## src/pcss_pkg.sv

```systemverilog
// Package for the pipeline compute slot scheduler.
// Holds shared widths, reset values, register indexes, the state type and a width helper.
// No dependencies.
package pcss_pkg;

	localparam int MAX_STAGES_DEF  = 8;
	localparam int MAX_BATCHES_DEF = 32;

	localparam int TAG_W       = 5;
	localparam int STAGE_CFG_W = 4;
	localparam int BATCH_CFG_W = 6;
	localparam int CFG_DATA_W  = 6;
	localparam int CFG_IDX_W   = 1;
	localparam int COUNT_W     = 6;

	localparam logic [COUNT_W-1:0]     COUNT_MAX   = 6'd63;
	localparam logic [STAGE_CFG_W-1:0] STAGE_RESET = 4'd4;
	localparam logic [BATCH_CFG_W-1:0] BATCH_RESET = 6'd8;

	localparam logic [CFG_IDX_W-1:0] REG_STAGE_COUNT = 1'b0;
	localparam logic [CFG_IDX_W-1:0] REG_BATCH_COUNT = 1'b1;

	typedef enum logic [7:0] {
		ST_IDLE   = 8'b0000_0001,
		ST_SETUP  = 8'b0000_0010,
		ST_SRCH   = 8'b0000_0100,
		ST_FAIL   = 8'b0000_1000,
		ST_FIX    = 8'b0001_0000,
		ST_INC_RD = 8'b0010_0000,
		ST_INC_WR = 8'b0100_0000,
		ST_OUT    = 8'b1000_0000
	} state_t;

	function automatic int bits_for(int n);
		if (n <= 2) begin
			return 1;
		end
		return $clog2(n);
	endfunction

endpackage

```

## src/pcss_ram.sv

```systemverilog
// Generic simple dual-port RAM with one write port and one registered read port.
// Depends on pcss_pkg for the address width helper.
module pcss_ram #(
	parameter int WIDTH = 8,
	parameter int DEPTH = 2
) (
	input  logic                                  clk,
	input  logic                                  we,
	input  logic [pcss_pkg::bits_for(DEPTH)-1:0] waddr,
	input  logic [WIDTH-1:0]                      wdata,
	input  logic [pcss_pkg::bits_for(DEPTH)-1:0] raddr,
	output logic [WIDTH-1:0]                      rdata
);
	import pcss_pkg::*;

	localparam int AW = bits_for(DEPTH);

	logic [WIDTH-1:0] mem_q [DEPTH];
	logic [AW-1:0]    unused_aw;

	assign unused_aw = raddr;

	always_ff @(posedge clk) begin
		if (we) begin
			mem_q[waddr] <= wdata;
		end
		rdata <= mem_q[unused_aw];
	end

endmodule

```

## src/pipeline_compute_slot_scheduler.sv

```systemverilog
// Top level of the pipeline compute slot scheduler: sequencer, slot search and result port.
// Depends on pcss_pkg and on pcss_ram, which holds the busy bits and in-flight count per slot.
//
//   channel  direction  handshake            payload
//   cfg      in         cfg_we               cfg_index, cfg_data
//   in       in         in_valid / in_stall  batch_label
//   out      out        out_valid / out_stall batch_tag, stage_index, forward_slot,
//                                            backward_slot, last
//
// One word is taken only while the block is idle; in_stall stays high until its last result leaves.
// Each stage search probes slots in order; a failed search goes through ST_FAIL and ST_FIX to slot 0.
// The in-flight update reads and writes each slot from stage 0's forward to backward slot in turn.
// Then one result word per cycle, held while out_stall is high.
// All work goes through the one read port of the slot RAM.
// Reset sets default configuration, clears per-slot valid bits and last forward slots; no clear pass.
module pipeline_compute_slot_scheduler #(
	parameter int MAX_STAGES  = pcss_pkg::MAX_STAGES_DEF,
	parameter int MAX_BATCHES = pcss_pkg::MAX_BATCHES_DEF
) (
	input  logic                                   clk,
	input  logic                                   arst_n,
	input  logic                                   cfg_we,
	input  logic [pcss_pkg::CFG_IDX_W-1:0]        cfg_index,
	input  logic [pcss_pkg::CFG_DATA_W-1:0]       cfg_data,
	input  logic                                   in_valid,
	output logic                                   in_stall,
	input  logic [pcss_pkg::TAG_W-1:0]            batch_label,
	output logic                                   out_valid,
	input  logic                                   out_stall,
	output logic [pcss_pkg::TAG_W-1:0]            batch_tag,
	output logic [pcss_pkg::bits_for(MAX_STAGES)-1:0] stage_index,
	output logic [pcss_pkg::bits_for(2*MAX_STAGES+2*(MAX_BATCHES-1))-1:0] forward_slot,
	output logic [pcss_pkg::bits_for(2*MAX_STAGES+2*(MAX_BATCHES-1))-1:0] backward_slot,
	output logic                                   last
);
	import pcss_pkg::*;

	localparam int TABLE_MAX = 2 * MAX_STAGES + 2 * (MAX_BATCHES - 1);
	localparam int IDX_W     = bits_for(MAX_STAGES);
	localparam int SLOT_W    = bits_for(TABLE_MAX);
	localparam int NS_W      = bits_for(MAX_STAGES + 1);
	localparam int NB_W      = bits_for(MAX_BATCHES + 1);
	localparam int T_W       = bits_for(TABLE_MAX + 3);
	localparam int ROW_W     = MAX_STAGES + COUNT_W;

	state_t                   state_q;
	logic [STAGE_CFG_W-1:0]   stage_cfg_q;
	logic [BATCH_CFG_W-1:0]   batch_cfg_q;
	logic [IDX_W-1:0]         stg_q;
	logic                     phase_bwd_q;
	logic                     first_q;
	logic                     pend_q;
	logic [T_W-1:0]           t_q;
	logic [T_W-1:0]           a_q;
	logic [SLOT_W-1:0]        last_q;
	logic [TAG_W-1:0]         tag_q;
	logic [SLOT_W-1:0]        prev_fwd_q [MAX_STAGES];
	logic [SLOT_W-1:0]        bwd_q [MAX_STAGES];
	logic [TABLE_MAX-1:0]     valid_q;

	logic [NS_W-1:0]          ns;
	logic [NB_W-1:0]          nb;
	logic [T_W-1:0]           len;
	logic [T_W-1:0]           start_t;
	logic                     is_last_stg;
	logic [ROW_W-1:0]         rd_data;
	logic [ROW_W-1:0]         row_eff;
	logic [MAX_STAGES-1:0]    row_busy;
	logic [COUNT_W-1:0]       row_cnt;
	logic [MAX_STAGES-1:0]    stage_bit;
	logic                     hit;
	logic                     commit;
	logic [SLOT_W-1:0]        commit_slot;
	logic                     ram_we;
	logic [SLOT_W-1:0]        ram_waddr;
	logic [ROW_W-1:0]         ram_wdata;
	logic [SLOT_W-1:0]        ram_raddr;

	always_comb begin
		if (stage_cfg_q == '0) begin
			ns = NS_W'(1);
		end else if (int'(stage_cfg_q) > MAX_STAGES) begin
			ns = NS_W'(MAX_STAGES);
		end else begin
			ns = NS_W'(stage_cfg_q);
		end
		if (batch_cfg_q == '0) begin
			nb = NB_W'(1);
		end else if (int'(batch_cfg_q) > MAX_BATCHES) begin
			nb = NB_W'(MAX_BATCHES);
		end else begin
			nb = NB_W'(batch_cfg_q);
		end
	end

	assign len         = T_W'(2 * int'(ns) + 2 * (int'(nb) - 1));
	assign start_t     = phase_bwd_q ? T_W'(prev_fwd_q[stg_q]) + T_W'(1)
	                                 : T_W'(prev_fwd_q[stg_q]);
	assign is_last_stg = (NS_W'(stg_q) + NS_W'(1)) == ns;
	assign row_eff     = valid_q[a_q[SLOT_W-1:0]] ? rd_data : '0;
	assign row_busy    = row_eff[ROW_W-1:COUNT_W];
	assign row_cnt     = row_eff[COUNT_W-1:0];
	assign stage_bit   = MAX_STAGES'(1) << stg_q;
	assign hit         = pend_q && !row_busy[stg_q] && (first_q || a_q > T_W'(last_q))
	                     && (row_cnt < COUNT_W'(ns));
	assign commit      = ((state_q == ST_SRCH) && hit) || (state_q == ST_FIX);
	assign commit_slot = a_q[SLOT_W-1:0];

	always_comb begin
		ram_we    = 1'b0;
		ram_waddr = a_q[SLOT_W-1:0];
		ram_wdata = row_eff;
		ram_raddr = '0;
		case (state_q)
			ST_SETUP: begin
				if (start_t < len) begin
					ram_raddr = start_t[SLOT_W-1:0];
				end
			end
			ST_SRCH: begin
				if (t_q < len) begin
					ram_raddr = t_q[SLOT_W-1:0];
				end
				if (hit) begin
					ram_we    = 1'b1;
					ram_wdata = {row_busy | stage_bit, row_cnt};
				end
			end
			ST_FIX: begin
				ram_we    = 1'b1;
				ram_wdata = {row_busy | stage_bit, row_cnt};
			end
			ST_INC_RD: begin
				ram_raddr = t_q[SLOT_W-1:0];
			end
			ST_INC_WR: begin
				ram_we    = 1'b1;
				ram_wdata = {row_busy, (row_cnt == COUNT_MAX) ? row_cnt : row_cnt + COUNT_W'(1)};
			end
			default: begin
			end
		endcase
	end

	pcss_ram #(
		.WIDTH (ROW_W),
		.DEPTH (TABLE_MAX)
	) u_slot_ram (
		.clk   (clk),
		.we    (ram_we),
		.waddr (ram_waddr),
		.wdata (ram_wdata),
		.raddr (ram_raddr),
		.rdata (rd_data)
	);

	always_ff @(posedge clk or negedge arst_n) begin
		if (!arst_n) begin
			state_q     <= ST_IDLE;
			stage_cfg_q <= STAGE_RESET;
			batch_cfg_q <= BATCH_RESET;
			stg_q       <= '0;
			phase_bwd_q <= 1'b0;
			first_q     <= 1'b1;
			pend_q      <= 1'b0;
			t_q         <= '0;
			a_q         <= '0;
			last_q      <= '0;
			valid_q     <= '0;
			for (int i = 0; i < MAX_STAGES; i++) begin
				prev_fwd_q[i] <= '0;
			end
		end else begin
			if (cfg_we) begin
				case (cfg_index)
					REG_STAGE_COUNT: stage_cfg_q <= cfg_data[STAGE_CFG_W-1:0];
					REG_BATCH_COUNT: batch_cfg_q <= cfg_data[BATCH_CFG_W-1:0];
					default: begin
					end
				endcase
			end
			if (ram_we) begin
				valid_q[ram_waddr] <= 1'b1;
			end
			case (state_q)
				ST_IDLE: begin
					if (in_valid) begin
						stg_q       <= '0;
						phase_bwd_q <= 1'b0;
						first_q     <= 1'b1;
						state_q     <= ST_SETUP;
					end
				end
				ST_SETUP: begin
					a_q     <= start_t;
					pend_q  <= start_t < len;
					t_q     <= start_t + T_W'(1);
					state_q <= ST_SRCH;
				end
				ST_SRCH: begin
					if (!hit) begin
						if (!pend_q) begin
							a_q     <= '0;
							state_q <= ST_FAIL;
						end else begin
							a_q    <= t_q;
							pend_q <= t_q < len;
							t_q    <= t_q + T_W'(1);
						end
					end
				end
				ST_FAIL: begin
					state_q <= ST_FIX;
				end
				ST_FIX: begin
				end
				ST_INC_RD: begin
					a_q     <= t_q;
					state_q <= ST_INC_WR;
				end
				ST_INC_WR: begin
					t_q <= t_q + T_W'(1);
					if (a_q < T_W'(last_q)) begin
						state_q <= ST_INC_RD;
					end else begin
						stg_q   <= '0;
						state_q <= ST_OUT;
					end
				end
				ST_OUT: begin
					if (!out_stall) begin
						if (is_last_stg) begin
							state_q <= ST_IDLE;
						end else begin
							stg_q <= stg_q + IDX_W'(1);
						end
					end
				end
				default: begin
					state_q <= ST_IDLE;
				end
			endcase
			if (commit) begin
				last_q  <= commit_slot;
				first_q <= !phase_bwd_q && is_last_stg;
				if (!phase_bwd_q) begin
					prev_fwd_q[stg_q] <= commit_slot;
					state_q           <= ST_SETUP;
					if (is_last_stg) begin
						phase_bwd_q <= 1'b1;
						stg_q       <= IDX_W'(ns - NS_W'(1));
					end else begin
						stg_q <= stg_q + IDX_W'(1);
					end
				end else if (stg_q == '0) begin
					t_q <= T_W'(prev_fwd_q[0]);
					if (prev_fwd_q[0] <= commit_slot) begin
						state_q <= ST_INC_RD;
					end else begin
						state_q <= ST_OUT;
					end
				end else begin
					stg_q   <= stg_q - IDX_W'(1);
					state_q <= ST_SETUP;
				end
			end
		end
	end

	always_ff @(posedge clk) begin
		if ((state_q == ST_IDLE) && in_valid) begin
			tag_q <= batch_label;
		end
		if (commit && phase_bwd_q) begin
			bwd_q[stg_q] <= commit_slot;
		end
	end

	assign in_stall      = state_q != ST_IDLE;
	assign out_valid     = state_q == ST_OUT;
	assign batch_tag     = tag_q;
	assign stage_index   = stg_q;
	assign forward_slot  = prev_fwd_q[stg_q];
	assign backward_slot = bwd_q[stg_q];
	assign last          = is_last_stg;

`ifndef SYNTHESIS
	// A result word always names a configured stage.
	a_out_stage: assert property (@(posedge clk) disable iff (!arst_n)
		out_valid |-> (NS_W'(stg_q) < ns))
		else $error("result word for a stage beyond the configured count");

	// The block never offers results while it is free to take a new word.
	a_idle_no_out: assert property (@(posedge clk) disable iff (!arst_n)
		!in_stall |-> !out_valid)
		else $error("result offered while idle");

	// A backward slot found by search lies after the forward slot of its stage.
	a_bwd_after_fwd: assert property (@(posedge clk) disable iff (!arst_n)
		(commit && phase_bwd_q && (state_q == ST_SRCH))
		|-> (T_W'(commit_slot) > T_W'(prev_fwd_q[stg_q])))
		else $error("backward slot not after forward slot");

	// Every table update stays inside the current table length.
	a_write_in_table: assert property (@(posedge clk) disable iff (!arst_n)
		ram_we |-> (T_W'(ram_waddr) < len))
		else $error("slot table write beyond table length");
`endif

endmodule
```

## config.mk

```make
export PLATFORM = sky130hd
export DESIGN_NAME = pipeline_compute_slot_scheduler
export DESIGN_NICKNAME = d
export VERILOG_FILES = /design/src/pcss_pkg.sv /design/src/pcss_ram.sv /design/src/pipeline_compute_slot_scheduler.sv
export SDC_FILE = /design/constraint.sdc
export NUM_CORES = 2
export LEC_CHECK = 0
export ABC_AREA = 1
export BUFFER_PORTS_ARGS = -buffer_cell sky130_fd_sc_hd__buf_2
export CAP_MARGIN = 0
export CORE_MARGIN = 4
export CORE_UTILIZATION = 57
export DETAILED_ROUTE_END_ITERATION = 6
export GPL_TIMING_DRIVEN = 0
export PLACE_DENSITY = 0.72
export SKIP_CTS_REPAIR_TIMING = 1
export SLEW_MARGIN = 20
export SYNTH_ARGS = -nofsm -noshare
export SYNTH_HDL_FRONTEND = slang
export SYNTH_HIERARCHICAL = 1
export SYNTH_SLANG_ARGS = --single-unit
```

## constraint.sdc

```tcl
create_clock -name clk -period 10.5 [get_ports clk]
set_input_delay 3.15 -clock clk [delete_from_list [all_inputs] [get_ports clk]]
set_output_delay 3.15 -clock clk [all_outputs]
set_load 0.05 [all_outputs]
```

==> impl_metrics.py <==
metrics = {
    "power_and_ir_drop": {
        "internal-power_mw": 9.778,
        "swShare": 0.3333,
        "leakagePower_nw": 25.01,
        "p_per_area_nw_per_um2": 224.2,
        "clockPowerShare": 0.325,
        "p_seq_frac": 0.436,
        "totalPowerFinal_mw": 14.67,
        "ir_drop_mv": 0.1529,
        "pwr-share-comb": 0.239,
        "p_switching_mw": 4.889,
    },
    "logic_synthesis": {
        "synth-edff-count": 1153,
        "postSynthCellCount": 5260,
        "synthesis.nets": 5319,
        "synth_top_area_share": 0.6013,
        "synth.yosys.seq_area_share": 0.6840,
        "synth.lib_cells_used.distinct": 57,
        "synthTopCellsByCount": "nand2_1, edfxtp_1, nand3_1",
        "synth_area_per_cell_sq_um": 10.95,
        "netlist_area_sq_um": 57590,
        "synth_seq_cells": 1346,
        "ys_warn_count": 6,
        "yosys-top-cells-area": "edfxtp_1, nand2_1, nand3_1",
        "yosys_most_used_dff": "edfxtp_1",
        "yosys.area.top_type": "edfxtp_1",
        "yosysMostFrequentCell": "nand2_1",
        "async_flop_share": 0.1330,
    },
    "placed_design": {
        "post-place-ws_ns": 3.057,
        "hpwl_mm": 126.6,
        "dpl_cell_area_sq_um": 61040,
        "dp.cells": 6668,
        "gp_congestion": 1.063,
        "io_buffers": 41,
    },
    "clocking": {
        "clockRootBuffer": "clkbuf_16",
        "clk_path_buf_depth": 3,
        "cts_tree": "built",
        "cts_buffers": 138,
        "insertion_delay_ns": 0.77,
        "cts_num_sinks": 1346,
        "htreeDepth": 4,
        "clkSlewWorstSetupHoldPaths_ns": 0.06,
    },
    "critical_path": {
        "worstSetupEndpoint": "u_slot_ram/mem_q[19][6]",
        "cp.arrival_ns": 7.98,
        "reg2reg_slack_ns": 2.89,
        "cp-start-kind": "register",
        "cp_slowest_cell": "nor2_2",
        "crit_fanout": 15,
        "rr_endpoint": "u_slot_ram/mem_q[19][6]",
        "max_stage_delay_ns": 1.03,
        "required_ns": 10.87,
        "end_kind": "register",
        "crit_top_cell": "nand2_1",
        "startpoint": "a_q[1]",
        "critPathKind": "register to register",
        "r2r_start": "a_q[1]",
        "r2r_cells": 29,
    },
    "sta": {
        "drv_slew": 0,
        "clock_skew_ns": 0.03298,
        "worst_slack_ns": 2.889,
        "worst-slew-pin-transition_ns": 1.213,
        "finalCritPeriodShare": 0.7249,
        "slew_headroom": 0.1884,
        "rsz0062_at_grt": "false",
        "fmax_mhz": 131.4,
        "holdWs_ns": 0.4482,
        "setup_violations": 0,
        "min_period_ns": 7.611,
        "hold_viol": 0,
    },
    "detailed_routing": {
        "wl_per_cell_um": 26.73,
        "drt-pass1-iter-count": 7,
        "via_per_inst": 6.298,
        "drt_iter0_markers": 6914,
        "ant_nets": 0,
        "drt_wl_total_mm": 185.0,
        "num_vias": 43588,
        "route.detailed.drc": 0,
    },
    "grt": {
        "track_usage": 0.3430,
        "grt_pass1_vias": 40215,
        "grt_max_degree": 99,
        "grt_pass1_wl_mm": 266.7,
        "antenna_found_initial": 2,
        "grt-ovfl-total": 0,
    },
    "floorplan": {
        "start_util": 0.5750,
        "die_y_um": 325.8,
        "coreArea_sq_um": 100100,
        "die_width_um": 325.8,
        "io_pins": 42,
        "core.rowCount": 116,
        "dieArea_sq_um": 106200,
    },
    "layout": {
        "syn2layout_area_growth_pct": 13.61,
        "fillers": 7469,
        "multi_input_area_sq_um": 16010,
        "final_cells": 6921,
        "drive_above_1_share": 0.1143,
        "regArea_sq_um": 39390,
        "final_area_sq_um": 65420,
        "fin_nets": 5569,
    },
    "run": {
        "drv_cap": 0,
    },
    "outcome": {
        "run_status": "finished clean",
    },
    "worst_hold_path": {
        "hp-class": "register to register",
    },
}
-- routing by layer --
| layer | track usage | routed length (um) | share of wire |
|---|---|---|---|
| met5 | 0 | 0 | 0 |
| met4 | 0.1546 | 9949 | 0.054 |
| met3 | 0.1003 | 26120 | 0.14 |
| met2 | 0.5066 | 80410 | 0.43 |
| met1 | 0.4757 | 68500 | 0.37 |
-- worst max-delay path, delay by kind of cell, from the launching register on --
family                     cells  cell delay, ns
buffers and inverters          6            1.46
adders and majority gates      1            0.30
DFF                            1            0.88
and+or+nand+nor               22            4.56
-- how the worst min path moves through the flow --
stage,startpoint,to,slack [ns],depth (start not counted)
final,valid_q[68],valid_q[68],0.45,2
after global routing,valid_q[64],valid_q[64],0.46,2
after detailed placement,valid_q[64],valid_q[64],0.43,2
after floorplan,valid_q[38],valid_q[38],0.42,2
after global placement,valid_q[66],valid_q[66],0.43,2
after CTS,valid_q[64],valid_q[64],0.45,2
-- layout make-up --
cell class              count  area share
inverters                 233     0.01348
diodes                      5   0.0001912
flip-flops and latches   1346      0.6021
multi-input cells        3385      0.2447
clock buffers             174     0.05642
plain buffers             296     0.02635
well taps                1298     0.02482
clock inverters            74     0.01029
repair buffers            110     0.02169
-- cells by family (layout without fill, tap and decap cells) --
kind of cell | after synthesis | in the layout | synth area share
simple gates | 2866 | 2866 | 0.2117
flops | 1346 | 1346 | 0.6840
buf+inv | 529 | 887 | 0.04522
compound gates | 459 | 459 | 0.04708
fa+ha+maj | 42 | 42 | 0.009256
xor+xnor | 17 | 17 | 0.002586
mux | 1 | 1 | 0.0001955
other cells | 0 | 5 | 0
-- through the flow --
step / TNS (ns) / utilization
3_5_place_dp: 0 / 0.6095
3_3_place_gp: -1030.94 / 0.5933
4_1_cts: 0 / 0.6530
6_report: 0 / 0.6533
2_1_floorplan: 0 / -
5_1_grt: 0 / 0.6531
-- placed cells by master (no fill, tap or decap), types with 37 or more instances in the layout --
cell,Yosys,final
buf_2,139,179
o21ai_1,67,69
nand2_1,1570,1565
nand3_1,940,940
buf_4,40,41
dfrtp_1,175,175
clkinv_1,9,42
clkbuf_16,0,140
o22ai_1,51,51
edfxtp_1,1153,1153
o21ai_0,190,185
inv_1,216,215
nor2_2,1,64
clkbuf_1,70,98
ha_1,41,41
o21bai_1,37,37
buf_6,34,56
nor2_1,298,219
-- sequential cells by signal, indices dropped and copies added, names as in the netlist --
name	count
u_slot_ram/mem_q	1092
last_q	7
prev_fwd_q	56
valid_q	78
t_q	7
stage_cfg_q	4
batch_tag	5
stage_index	3
first_q	1
pend_q	1
bwd_q	56
u_slot_ram/rdata	14
batch_cfg_q	6
state_q	8
a_q	7
phase_bwd_q	1
-- power groups by stage --
stage,Sequential [mW],Combinational [mW],Clock (mW)
after floorplan,6.47,1.91,0
after global placement,6.60,3.12,0
after detailed placement,6.50,3.36,0
after CTS,6.39,3.38,4.79
after global routing,6.40,3.70,5.02
final,6.39,3.50,4.77
Note: power is estimated with default switching activity, not from simulation.
